==> src/joint_limit_avoidance_drive_top_macros.svh <==
// Assertion macros for the joint limit avoidance drive.
`ifndef JOINT_LIMIT_AVOIDANCE_DRIVE_TOP_MACROS_SVH
`define JOINT_LIMIT_AVOIDANCE_DRIVE_TOP_MACROS_SVH
`ifndef SYNTHESIS
`define JLAD_ASSERT(lbl, clk, rstn, prop) \
    lbl: assert property (@(posedge clk) disable iff (!rstn) prop) else $error("assertion failed");
`define JLAD_ASSERT_NR(lbl, clk, prop) \
    lbl: assert property (@(posedge clk) prop) else $error("assertion failed");
`else
`define JLAD_ASSERT(lbl, clk, rstn, prop)
`define JLAD_ASSERT_NR(lbl, clk, prop)
`endif
`endif

==> src/jlad_pkg.sv <==
// Package with widths, codes and sideband types of the joint limit avoidance drive.
package jlad_pkg;
    localparam int POS_W      = 16;
    localparam int GAIN_W     = 16;
    localparam int OPND_W     = 17;
    localparam int SUM_W      = 18;
    localparam int PROD_W     = 34;
    localparam int MANT_W     = 32;
    localparam int LOG_INT_W  = 5;
    localparam int LOG_FRAC_W = 24;
    localparam int LOG_W      = LOG_INT_W + LOG_FRAC_W;
    localparam int LNMAG_W    = 29;
    localparam int T_W        = SUM_W + LNMAG_W;
    localparam int NUM_W      = T_W + GAIN_W;
    localparam int DEN_W      = PROD_W + 4;
    localparam int Q_W        = 32;
    localparam int DRIVE_W    = 32;

    localparam logic [31:0] LN2_Q32 = 32'd2977044472;
    localparam logic [DRIVE_W-1:0] FULL_SCALE = 32'h7FFF_FFFF;

    localparam logic [1:0] CODE_NORMAL = 2'd0;
    localparam logic [1:0] CODE_INV    = 2'd1;
    localparam logic [1:0] CODE_LOW    = 2'd2;
    localparam logic [1:0] CODE_HIGH   = 2'd3;

    localparam logic [1:0] REG_LOW_LIMIT  = 2'd0;
    localparam logic [1:0] REG_HIGH_LIMIT = 2'd1;
    localparam logic [1:0] REG_GAIN       = 2'd2;

    typedef struct packed {
        logic [1:0]           code;
        logic [OPND_W-1:0]    a;
        logic [OPND_W-1:0]    b;
        logic [LOG_INT_W-1:0] na;
        logic [LOG_INT_W-1:0] nb;
    } sq_side_t;

    typedef struct packed {
        logic [1:0] code;
        logic       pos_log;
    } div_side_t;
endpackage

==> src/jlad_sq_cell.sv <==
// One squaring cell of the log2 chain: yields one fraction bit for each operand.
module jlad_sq_cell (
    input  logic                                aclk,
    input  logic                                aresetn,
    input  logic                                en,
    input  logic                                in_valid,
    input  logic [jlad_pkg::MANT_W-1:0]         in_ma,
    input  logic [jlad_pkg::MANT_W-1:0]         in_mb,
    input  logic [jlad_pkg::LOG_FRAC_W-1:0]     in_fa,
    input  logic [jlad_pkg::LOG_FRAC_W-1:0]     in_fb,
    input  jlad_pkg::sq_side_t                  in_side,
    output logic                                out_valid,
    output logic [jlad_pkg::MANT_W-1:0]         out_ma,
    output logic [jlad_pkg::MANT_W-1:0]         out_mb,
    output logic [jlad_pkg::LOG_FRAC_W-1:0]     out_fa,
    output logic [jlad_pkg::LOG_FRAC_W-1:0]     out_fb,
    output jlad_pkg::sq_side_t                  out_side
);
    localparam int MW = jlad_pkg::MANT_W;
    localparam int FW = jlad_pkg::LOG_FRAC_W;

    logic              valid_reg;
    logic [MW-1:0]     ma_reg, mb_reg, ma_next, mb_next;
    logic [FW-1:0]     fa_reg, fb_reg, fa_next, fb_next;
    jlad_pkg::sq_side_t side_reg;
    logic [2*MW-1:0]   pa, pb;
    logic [MW:0]       sa, sb;

    always_comb begin
        pa = in_ma * in_ma;
        pb = in_mb * in_mb;
        sa = pa[2*MW-1:MW-1];
        sb = pb[2*MW-1:MW-1];
        if (sa[MW]) begin
            ma_next = sa[MW:1];
            fa_next = {in_fa[FW-2:0], 1'b1};
        end else begin
            ma_next = sa[MW-1:0];
            fa_next = {in_fa[FW-2:0], 1'b0};
        end
        if (sb[MW]) begin
            mb_next = sb[MW:1];
            fb_next = {in_fb[FW-2:0], 1'b1};
        end else begin
            mb_next = sb[MW-1:0];
            fb_next = {in_fb[FW-2:0], 1'b0};
        end
    end

    always_ff @(posedge aclk) begin
        if (!aresetn) begin
            valid_reg <= 1'b0;
        end else if (en) begin
            valid_reg <= in_valid;
        end
    end

    always_ff @(posedge aclk) begin
        if (en) begin
            ma_reg   <= ma_next;
            mb_reg   <= mb_next;
            fa_reg   <= fa_next;
            fb_reg   <= fb_next;
            side_reg <= in_side;
        end
    end

    assign out_valid = valid_reg;
    assign out_ma    = ma_reg;
    assign out_mb    = mb_reg;
    assign out_fa    = fa_reg;
    assign out_fb    = fb_reg;
    assign out_side  = side_reg;
endmodule

==> config.mk <==
export PLATFORM = sky130hd
export DESIGN_NAME = jlad_sq_cell
export DESIGN_NICKNAME = d
export VERILOG_FILES = /design/src/joint_limit_avoidance_drive_top_macros.svh /design/src/jlad_pkg.sv /design/src/jlad_sq_cell.sv
export SDC_FILE = /design/constraint.sdc
export NUM_CORES = 2
export LEC_CHECK = 0
export BUFFER_PORTS_ARGS = -buffer_cell sky130_fd_sc_hd__buf_2
export CAP_MARGIN = 20
export CORE_UTILIZATION = 50
export DETAILED_ROUTE_END_ITERATION = 8
export PLACE_DENSITY = 0.78
export SLEW_MARGIN = 10
export SYNTH_ARGS = -nofsm -noshare
export SYNTH_HDL_FRONTEND = slang
export SYNTH_SLANG_ARGS = --single-unit
==> constraint.sdc <==
create_clock -name aclk -period 11.9 [get_ports aclk]
set_input_delay 0 -clock aclk [delete_from_list [all_inputs] [get_ports aclk]]
set_output_delay 0 -clock aclk [all_outputs]
set_load 0.02 [all_outputs]
==> results.json <==
{
  "critPathCaptureType": "register",
  "synthToLayoutAreaGrowth_pct": 7.248,
  "clockRootBuffer": "clkbuf_16",
  "yosysUniqueCellTypes": 73,
  "worstPathArrival_ns": 9.50,
  "n_antenna_cell": 0,
  "drcViolationCount": 0,
  "drt-initial-drc-count": 2804,
  "grtUsageTotal_pct": 26.56,
  "ctsLongestPathBuffers": 2,
  "clock_latency_ns": 0.53,
  "die_w_um": 357.7,
  "clk_pin_slew_worst_paths_ns": 0.08,
  "synth_top_area_cell": "fa_1",
  "yosysWarnings": 0,
  "worst_r2r_endpoint": "out_valid",
  "nets": 9012,
  "cpMaxStageDelayCell": "o31ai_1",
  "r2r_slack_ns": 10.67,
  "fp.dieH_um": 357.7,
  "setup_viol": 0,
  "worstSetupPathType": "input port to register",
  "cp.depth": 27,
  "netlist_area_mm2": 0.06325,
  "rows": 130,
  "cts-hold-fix-buffers": 95,
  "die_area_mm2": 0.1279,
  "cts_tree": "yes",
  "worst_pin_slew_ns": 1.035,
  "startpoint_type": "input port",
  "synth_edf_count": 158,
  "synth_flop_cell": "edfxtp_1",
  "maxSlewViolCount": 0,
  "synth_cells": 6434,
  "start_util_pct": 50.37,
  "ys_ff_latch": 159,
  "rsz0062_at_grt": "no",
  "whs_path_depth": 2,
  "path_buf_inv": 7,
  "post-route-period-util_pct": 77.46,
  "dp_hpwl_mm": 127.3,
  "io_buffer_count": 318,
  "grt_pass1_wl_mm": 262.4,
  "worst_slack_ns": 2.682,
  "slew_headroom_pct": 30.30,
  "place_ws_ns": 2.223,
  "worst-r2r-cell-count": 3,
  "grt_pass1_vias": 49860,
  "coreArea_mm2": 0.1256,
  "maxCapViolations": 0,
  "vias": 44040,
  "drt_pass1_iterations": 6,
  "hp-start": "in_side[19]",
  "crit_fanout": 29,
  "synth.top_cell.area_share_pct": 50.07,
  "synth.area.top_cells": "fa_1 50%, ha_1 12%, inv_1 12%, edfxtp_1 7.5%, and2_1 4.6%",
  "synthArstFlopShare_pct": 0,
  "totalWireLength_mm": 159.4,
  "skew_ns": 0,
  "period_needed_ns": 9.218,
  "gr-total-overflow": 0,
  "cpMostUsedCell": "fa_1",
  "critical_path.max_stage_delay_ns": 0.74,
  "synth_nets": 8776,
  "yosysMostFrequentCell": "inv_1",
  "drt-vias-per-instance": 5.285,
  "cts_resized": 0,
  "synth_seq_area_share_pct": 7.533,
  "place_congestion": 0.9729,
  "grt_antenna_before_repair": 6,
  "outcome": "finished, final reports clean",
  "avgRoutedWirePerCell_um": 19.13,
  "numClockSinks": 159,
  "fin_setup_tns_ns": 0,
  "hold_viol": 0,
  "ant_nets": 0,
  "synth_common_cells": "1956 x inv_1, 1582 x fa_1, 598 x ha_1",
  "r2r-start": "out_valid",
  "max_freq_mhz": 108.5,
  "cpLargestDelayFamily": "adder cells",
  "synth_area_per_cell_um2": 9.830,
  "cts_buffers": 17,
  "drive_above_1_share_pct": 6.868,
  "htreeDepth": 4,
  "hold_path_end": "out_side[19]",
  "grt_max_degree": 70,
  "worstPathRequired_ns": 12.18,
  "cts_setup_buffers": 0,
  "num_io_pins": 321,
  "hold_path.class": "input port to register"
}
how the worst max path moves through the flow:
stage | from | endpoint | slack (ns)
floorplan | in_mb[14] | out_mb[11] | 3.70
global placement | in_ma[15] | out_ma[14] | 2.35
detailed placement | in_ma[15] | out_ma[12] | 2.22
CTS | in_ma[15] | out_ma[13] | 2.77
global route | in_ma[15] | out_ma[13] | 2.19
finish | in_ma[15] | out_ma[13] | 2.68
cells in the final DEF, fill, tap and decap left out, drive strengths merged, types with 29 or more instances in the layout:
cell type    instances
a21o                60
a21oi              134
and2               463
buf                348
dlygate4sd3         95
edfxtp             158
fa                1582
ha                 598
inv               1965
mux2                44
nand2              558
nand4               29
nor2               112
o21ai               63
xnor2               75
xor2                84
state kept, by name (all words and copies together) (netlist names):
signal     cells
out_valid      1
out_ma        32
out_mb        32
out_side      46
out_fa        24
out_fb        24
cell type report:
cell class / count / area [um^2]
repair buffers: 443 / 2771
inverters: 1958 / 7350
flip-flops and latches: 159 / 4765
clock inverters: 15 / 183.9
clock buffers: 17 / 425.4
multi-input cells: 4091 / 50270
well taps: 1650 / 2064
fillers: 10740 / 57740
cells by family after synthesis:
logic type	Yosys count	share of synthesized area [%]
DFF	159	7.533
muxes	60	1.037
AOI/OAI and AO/OA	419	4.400
and+or+nand+nor	1273	9.911
xor gates and xnor gates	159	2.231
buffers and inverters	2184	12.99
adders and majority gates	2180	61.90
routing by layer:
layer	GRT usage, %	vias to the layer above	part of all wire [%]
li1	-	19280	-
met1	33.73	22470	38
met2	44.68	1862	49
met3	5.893	416	8.8
met4	9.472	4	3.9
met5	0	-	0.014
per-stage QoR:
stage / instances / cell area (um^2) / hold slack [ns] / util (%)
global route: 8333 / 67830 / 0.1546 / 54.02
finish: 8333 / 67830 / 0.1798 / 54.02
CTS: 8332 / 67830 / 0.1291 / 54.02
detailed placement: 8205 / 66270 / 0.1781 / 52.77
floorplan: 6434 / 63250 / 0.09887 / -
global placement: 8205 / 66270 / 0.1759 / 52.77
Power is left out: the tool's default activity adds up to more than one toggle a clock period on the data nets, which glitch-free logic cannot reach.
