===== config.mk =====
export PLATFORM = sky130hd
export DESIGN_NAME = jlad_div_cell
export DESIGN_NICKNAME = d
export VERILOG_FILES = /design/src/joint_limit_avoidance_drive_top_macros.svh /design/src/jlad_pkg.sv /design/src/jlad_div_cell.sv
export SDC_FILE = /design/constraint.sdc
export NUM_CORES = 1
export LEC_CHECK = 0
export BUFFER_PORTS_ARGS = -buffer_cell sky130_fd_sc_hd__buf_2
export CORE_MARGIN = 2
export CORE_UTILIZATION = 45
export DETAILED_ROUTE_END_ITERATION = 12
export PLACE_DENSITY = 0.81
export SETUP_SLACK_MARGIN = 0.4
export SYNTH_ARGS = -nofsm -noshare
export SYNTH_HDL_FRONTEND = slang
export SYNTH_SLANG_ARGS = --single-unit

===== constraint.sdc =====
create_clock -name aclk -period 3.3 [get_ports aclk]
set_input_delay 0.66 -clock aclk [delete_from_list [all_inputs] [get_ports aclk]]
set_output_delay 0.66 -clock aclk [all_outputs]
set_load 0.02 [all_outputs]

===== src/joint_limit_avoidance_drive_top_macros.svh =====
// Assertion macros for the joint limit avoidance drive.
`ifndef JOINT_LIMIT_AVOIDANCE_DRIVE_TOP_MACROS_SVH
`define JOINT_LIMIT_AVOIDANCE_DRIVE_TOP_MACROS_SVH
`ifndef SYNTHESIS
`define JLAD_ASSERT(lbl, clk, rstn, prop) \
    lbl: assert property (@(posedge clk) disable iff (!rstn) prop) else $error("assertion failed");
`define JLAD_ASSERT_NR(lbl, clk, prop) \
    lbl: assert property (@(posedge clk) prop) else $error("assertion failed");
`else
`define JLAD_ASSERT(lbl, clk, rstn, prop)
`define JLAD_ASSERT_NR(lbl, clk, prop)
`endif
`endif


===== src/jlad_pkg.sv =====
// Package with widths, codes and sideband types of the joint limit avoidance drive.
package jlad_pkg;
    localparam int POS_W      = 16;
    localparam int GAIN_W     = 16;
    localparam int OPND_W     = 17;
    localparam int SUM_W      = 18;
    localparam int PROD_W     = 34;
    localparam int MANT_W     = 32;
    localparam int LOG_INT_W  = 5;
    localparam int LOG_FRAC_W = 24;
    localparam int LOG_W      = LOG_INT_W + LOG_FRAC_W;
    localparam int LNMAG_W    = 29;
    localparam int T_W        = SUM_W + LNMAG_W;
    localparam int NUM_W      = T_W + GAIN_W;
    localparam int DEN_W      = PROD_W + 4;
    localparam int Q_W        = 32;
    localparam int DRIVE_W    = 32;

    localparam logic [31:0] LN2_Q32 = 32'd2977044472;
    localparam logic [DRIVE_W-1:0] FULL_SCALE = 32'h7FFF_FFFF;

    localparam logic [1:0] CODE_NORMAL = 2'd0;
    localparam logic [1:0] CODE_INV    = 2'd1;
    localparam logic [1:0] CODE_LOW    = 2'd2;
    localparam logic [1:0] CODE_HIGH   = 2'd3;

    localparam logic [1:0] REG_LOW_LIMIT  = 2'd0;
    localparam logic [1:0] REG_HIGH_LIMIT = 2'd1;
    localparam logic [1:0] REG_GAIN       = 2'd2;

    typedef struct packed {
        logic [1:0]           code;
        logic [OPND_W-1:0]    a;
        logic [OPND_W-1:0]    b;
        logic [LOG_INT_W-1:0] na;
        logic [LOG_INT_W-1:0] nb;
    } sq_side_t;

    typedef struct packed {
        logic [1:0] code;
        logic       pos_log;
    } div_side_t;
endpackage


===== src/jlad_div_cell.sv =====
// One restoring division cell: yields one quotient bit at a fixed weight.
module jlad_div_cell #(
    parameter int SHIFT = 0
) (
    input  logic                            aclk,
    input  logic                            aresetn,
    input  logic                            en,
    input  logic                            in_valid,
    input  logic [jlad_pkg::NUM_W-1:0]      in_rem,
    input  logic [jlad_pkg::DEN_W-1:0]      in_den,
    input  logic [jlad_pkg::Q_W-1:0]        in_q,
    input  jlad_pkg::div_side_t             in_side,
    output logic                            out_valid,
    output logic [jlad_pkg::NUM_W-1:0]      out_rem,
    output logic [jlad_pkg::DEN_W-1:0]      out_den,
    output logic [jlad_pkg::Q_W-1:0]        out_q,
    output jlad_pkg::div_side_t             out_side
);
    localparam int NW  = jlad_pkg::NUM_W;
    localparam int DW  = jlad_pkg::DEN_W;
    localparam int QW  = jlad_pkg::Q_W;
    localparam int CW  = DW + QW - 1;

    logic                valid_reg;
    logic [NW-1:0]       rem_reg, rem_next;
    logic [DW-1:0]       den_reg;
    logic [QW-1:0]       q_reg, q_next;
    jlad_pkg::div_side_t side_reg;
    logic [CW-1:0]       wrem, dsh, diff;
    logic                take;

    always_comb begin
        wrem     = {{(CW-NW){1'b0}}, in_rem};
        dsh      = {{(CW-DW){1'b0}}, in_den} << SHIFT;
        diff     = wrem - dsh;
        take     = (wrem >= dsh);
        rem_next = take ? diff[NW-1:0] : in_rem;
        q_next   = {in_q[QW-2:0], take};
    end

    always_ff @(posedge aclk) begin
        if (!aresetn) begin
            valid_reg <= 1'b0;
        end else if (en) begin
            valid_reg <= in_valid;
        end
    end

    always_ff @(posedge aclk) begin
        if (en) begin
            rem_reg  <= rem_next;
            den_reg  <= in_den;
            q_reg    <= q_next;
            side_reg <= in_side;
        end
    end

    assign out_valid = valid_reg;
    assign out_rem   = rem_reg;
    assign out_den   = den_reg;
    assign out_q     = q_reg;
    assign out_side  = side_reg;
endmodule


==> reports/results.txt, run 1 <==
status -> finished, final reports clean
dpl ws -> -381 ps
area of the multi-input gates -> 3860 um2
Starting DRT DRC Count -> 547
Post-synth top flop -> edfxtp_1
Worst-Skew Late Latency -> 420 ps
setup ws final -> 203 ps
#FFs+latches synth -> 137
Synth cell types -> 63
CTS buffer count -> 17
Fill cells -> 1243
Die Area -> 18300 um2
slew margin rel. -> 0.650
Psw -> 1.70 mW
Tcrit/Tclk final -> 0.939
max_cap viols -> 0
commonest non-fill, non-tap cell in the layout -> buf_2
Worst Path Required -> 3470 ps
Worst Path Max Fanout -> 6
Final #Nets -> 1303
Worst setup SP type -> primary input
R2R cell count -> 2
WHS Path Cells -> 1
Clock power frac -> 0.341
Die Ht -> 135 um
average size of a mapped cell -> 10.9 um2
maximum vdd drop -> 0.347 mV
TritonCTS sink count -> 137
Initial Util -> 0.455
Max Freq -> 0.323 GHz
placed instance count -> 1308
Clk pin slew, worst setup/hold paths -> 60 ps
layout cell share with drive strength beyond 1 -> 0.498
register area -> 4100 um2
Routed WL -> 24100 um
flop-to-flop setup slack -> 2720 ps
final hold viol count -> 0
sw frac -> 0.309
clk root buf -> clkbuf_16
Layout area overhead -> 50.2%
min cycle time layout -> 3100 ps
Power Total -> 5.51 mW
warnings from Yosys -> 0
Final HPWL DP -> 17400 um
Post-Synthesis Cells -> 711
Pint -> 3.81 mW
Port Buf Inserts -> 275
Core Rows -> 48
Non-Filler Instances -> 1361
CP Capture Type -> register
# DRC -> 0
combinational power share -> 0.263
first-pass GRT wire length -> 35400 um
# IOs -> 277
Setup-failing EPs final -> 0
vias in the first global route -> 7169
Area after DPL -> 10300 um2
register area share after synthesis -> 0.528
share of power burned in registers -> 0.395
Die X -> 135 um
EDFF count, synth -> 136
Pleak -> 5.05 nW
Cell Area, Synth -> 7770 um2
n_diodes -> 0
Core Footprint -> 17100 um2
max-slew violations -> 0
vias -> 7324
asr flop ratio synth -> 0
power per cell area -> 473 nW/um2
most frequent cells in the layout -> 273 x buf_2, 136 x edfxtp_1, 122 x buf_4
syn nets -> 891
RD Place Congestion -> 0.908
Max Buffers Root-to-Sink -> 2
drt pass-1 iters -> 5
All-Layer GR Usage -> 0.247
Hold Path Class -> in -> reg
unrepaired setup endpoints after global routing -> true
pin count of the biggest net entering global routing -> 78
Avg WL per Cell -> 17.7 um
TritonCTS clock tree -> built
initial antenna violation count -> 0
Worst Max-Slew Pin Slew -> 520 ps
post-route cell area -> 11700 um2
Setup CP Type -> in -> reg
crit path DAT -> 3270 ps
vias per cell -> 5.38
total gr overflow -> 0
clk_skew -> 0 ps
Routed Antenna Nets -> 0
H-tree levels -> 4
==> layer usage <==
metal | part of all wire | wire, um | GRT usage
met1 | 0.40 | 9550 | 0.304
met2 | 0.52 | 12600 | 0.442
met3 | 0.061 | 1470 | 0.0400
met4 | 0.018 | 444 | 0.0804
met5 | 0 | 0 | 0
==> power by group through the flow <==
stage / Sequential (mW) / Clock [mW] / Combinational (mW)
floorplan: 2.46 / 0 / 0.483
global placement: 2.21 / 0 / 1.29
detailed placement: 2.21 / 0 / 1.32
CTS: 2.18 / 1.90 / 1.37
global route: 2.20 / 1.98 / 1.55
finish: 2.18 / 1.88 / 1.45
==> final timing paths <==
kind                                              from                      to
worst min register to register  out_valid$_SDFFE_PN0P_  out_valid$_SDFFE_PN0P_
worst max register to register  out_valid$_SDFFE_PN0P_  out_valid$_SDFFE_PN0P_
worst min-delay path                          in_q[14]     out_q[15]$_DFFE_PP_
worst max-delay path                        in_rem[50]   out_rem[60]$_DFFE_PP_
==> kinds of logic after synthesis <==
logic type / synth area share
adders and majority gates: 0.0654
AOI/OAI and AO/OA: 0.129
and+or+nand+nor: 0.153
buffers and inverters: 0.0409
xor gates and xnor gates: 0.0665
muxes: 0.0172
DFF: 0.528
==> final cells by class <==
type	count	area share
Multi-Input combinational cell	496	0.331
Clock buffer	17	0.0365
Clock inverter	15	0.0136
Sequential cell	137	0.352
Tap cell	225	0.0241
Inverter	47	0.0151
Timing Repair Buffer	424	0.228
==> worst max-delay path, stage by stage <==
cell and delay, ps:
buf_6 90, or4_4 540, or3_4 350, or3_4 350, or3_4 330, o211ai_1 120
o21bai_4 170, buf_6 160, buf_6 100, buf_6 100, nand4b_1 130, xnor2_1 160
==> registers in the layout, summed over array words and instances, names as in the netlist <==
| register | count |
|---|---|
| out_side | 3 |
| out_rem | 63 |
| out_valid | 1 |
| out_q | 32 |
| out_den | 38 |
==> what timing repair did <==
item                                   CTS  global route
setup buffers                           11             7
gates cloned                             3             0
setup endpoints to repair               63            64
resized for setup                       64            93
endpoints found under the hold margin    0             0
pin swaps                               10            18
hold buffers                             0             0
==> metrics by stage <==
stage | hold WS, ps | util | setup TNS [ps]
after floorplan | 589 | - | 0
after global placement | 493 | 0.604 | -13720
after detailed placement | 502 | 0.604 | -14970
after CTS | 391 | 0.659 | 0
after global routing | 394 | 0.684 | 0
final | 405 | 0.684 | 0
==> Yosys cell counts (8+ instances only) <==
library cell,number,area [um2]
nand4_1,26,163
xor2_1,25,219
xnor2_1,34,298
nand3_1,14,70.1
a21oi_1,78,390
nor4_1,14,87.6
edfxtp_1,136,4080
nand2b_1,9,56.3
nand2_1,41,154
buf_2,8,40.0
o21ai_0,31,155
or3_1,14,87.6
nor2_1,55,206
nor3_1,10,50.1
clkbuf_1,22,82.6
inv_1,47,176
mux2_2,11,124
a21o_1,8,60.1
ha_1,39,488
No activity file was read; power rests on OpenSTA's default activity.
==> run 2, diff against run 1 <==
- PLACE_DENSITY: 0.81 -> 0.75
==> run 2 against run 1 <==
Net effect:
- clock-buffer cell count up 1
- clock skew unchanged
- utilization down 2.9 points
- critical path depth down 3
- largest cell class unchanged
- via count down 3.5%
- critical path type unchanged
- cell area shrank 4.2%
- power decreased by 2.5%
- clock power decreased by 3%
==> reports/results.txt, run 2 (synthesis results as in run 1) <==
status -> finished, final reports clean
CP max-delay cell -> or4_4
unrepaired setup endpoints after global routing -> true
first-pass GRT wire length -> 34500 um (-2.4%)
Fin Setup TNS -> 0 ps (unchanged)
Port Buf Inserts -> 275 (unchanged)
CTS buffer count -> 17 (unchanged)
# IOs -> 277 (unchanged)
min cycle time layout -> 3090 ps (-6.85 ps)
crit path DAT -> 3260 ps (about the same)
Starting DRT DRC Count -> 396 (-28%)
n_diodes -> 0 (unchanged)
pin count of the biggest net entering global routing -> 57 (-27%)
clk_skew -> 0 ps (unchanged)
WHS -> 412 ps (+7.23 ps)
Avg WL per Cell -> 16.6 um (-6.0%)
CP Capture Type -> register
post-route cell area -> 11200 um2 (-4.2%)
final hold viol count -> 0 (unchanged)
vias per cell -> 5.26 (-2.3%)
Pleak -> 4.93 nW (-2.3%)
Final HPWL DP -> 17000 um (-2.4%)
Tcrit/Tclk final -> 0.937 (-0.00207)
Routed Antenna Nets -> 0 (unchanged)
commonest non-fill, non-tap cell in the layout -> buf_2
slowest stage delay, CP -> 520 ps (-20 ps)
Die Area -> 18300 um2 (unchanged)
Area after DPL -> 10300 um2 (about the same)
initial antenna violation count -> 0 (unchanged)
Core Footprint -> 17100 um2 (unchanged)
Worst Path Max Fanout -> 14 (+8)
Worst Path Required -> 3470 ps (about the same)
Max Freq -> 0.324 GHz (+0.22%)
layout cell share with drive strength beyond 1 -> 0.438 (-0.0598)
Worst-Skew Late Latency -> 420 ps (about the same)
Setup-failing EPs final -> 0 (unchanged)
Core Rows -> 48 (unchanged)
RD Place Congestion -> 0.917 (+0.99%)
clk root buf -> clkbuf_16
All-Layer GR Usage -> 0.240 (-0.00680)
max FFs per register -> 63 (unchanged)
Critical R2R Launch -> out_valid$_SDFFE_PN0P_
TritonCTS sink count -> 137 (unchanged)
vias -> 7071 (-3.5%)
Die Ht -> 135 um (unchanged)
max-slew violations -> 0 (unchanged)
WHS Path Cells -> 1 (unchanged)
area of the multi-input gates -> 3530 um2 (-8.3%)
CP Launch Point -> in_rem[50]
register area -> 4100 um2 (unchanged)
Die X -> 135 um (unchanged)
Clk pin slew, worst setup/hold paths -> 60 ps (about the same)
Final #Nets -> 1287 (-1.2%)
dpl ws -> -243 ps (+138 ps)
most frequent cells in the layout -> 272 x buf_2, 136 x edfxtp_1, 125 x buf_4
Max Buffers Root-to-Sink -> 2 (unchanged)
drt pass-1 iters -> 5 (unchanged)
Hold Crit Start -> in_q[24]
Worst Max-Slew Pin Slew -> 553 ps (+33.1 ps)
Fill cells -> 1372 (+10%)
TritonCTS clock tree -> built
vias in the first global route -> 7015 (-2.1%)
max_cap viols -> 0 (unchanged)
Layout area overhead -> 43.8%
Setup CP Type -> in -> reg
worst-path cell chain -> buf_6 -> or4_4 -> or3_4 -> or3_4 -> nor4_4 -> o211ai_1 -> o21bai_2 -> bufbuf_16 -> a31o_2
maximum vdd drop -> 0.320 mV (-7.8%)
power per cell area -> 481 nW/um2 (+1.8%)
Worst setup SP type -> primary input
crit-path most repeated cell -> or3_4
# DRC -> 0 (unchanged)
total gr overflow -> 0 (unchanged)
R2R cell count -> 2 (unchanged)
slew margin rel. -> 0.631 (-0.0188)
Hold Path Class -> in -> reg
setup ws final -> 209 ps (+6.85 ps)
Initial Util -> 0.455 (unchanged)
H-tree levels -> 4 (unchanged)
CTS Hold Bufs -> 0 (unchanged)
Routed WL -> 22400 um (-7.1%)
## run 2: cell types whose count changed in the layout (fill, tap and decap cells not counted), moves of 5 or more
cell     change
buf_8       -10
nor2_1      +26
mux2_2       +5
nor2_2       -8
a21oi_2     -21
buf_6       -13
mux2_4       -5
nor2_4      -18
a21oi_1     +21
## run 2: path summary, 6_finish.rpt
kind	to	slack (ps)
worst max register to register	out_valid$_SDFFE_PN0P_	2710
worst min register to register	out_valid$_SDFFE_PN0P_	520
worst min-delay path	out_q[25]$_DFFE_PP_	410
worst max-delay path	out_rem[29]$_DFFE_PP_	210
## run 2: layout make-up
cell class,count,share of cell area
tap,225,0.0252
sequential,137,0.367
inverter,47,0.0158
timing repair buffer,408,0.225
multi-input combinational,496,0.316
clock buffer,18,0.0384
clock inverter,14,0.0123
## run 2: critical path: cells and delay by family
family / cells / cell delay, ps
and+or+nand+nor: 4 / 1520
AOI/OAI and AO/OA: 3 / 650
buffers and inverters: 2 / 410
## run 2: metal layers
layer,GRT usage,part of all wire
met1,0.303,0.42
met2,0.403,0.48
met3,0.0565,0.068
met4,0.0880,0.029
met5,0,0
## run 2: report_power, final
part	switching, mW	total, mW	internal (mW)
registers	0.0419	2.18	2.14
logic	0.796	1.37	0.571
clock network	0.776	1.83	1.05
total	1.61	5.37	3.76
## run 2: what timing repair did
| item | 4_1_cts | 5_1_grt |
|---|---|---|
| gates resized for setup | 22 | 19 |
| buffers inserted | 1 | 3 |
| pin swaps | 5 | 4 |
| setup endpoints to repair | 54 | 64 |
| cloned | 4 | 0 |
## run 2: stage by stage
| step | power (mW) | cells | utilization |
|---|---|---|---|
| floorplan | 2.94 | 711 | - |
| global placement | 3.51 | 1305 | 0.604 |
| detailed placement | 3.53 | 1305 | 0.604 |
| CTS | 5.38 | 1342 | 0.649 |
| global route | 5.61 | 1345 | 0.655 |
| finish | 5.37 | 1345 | 0.655 |
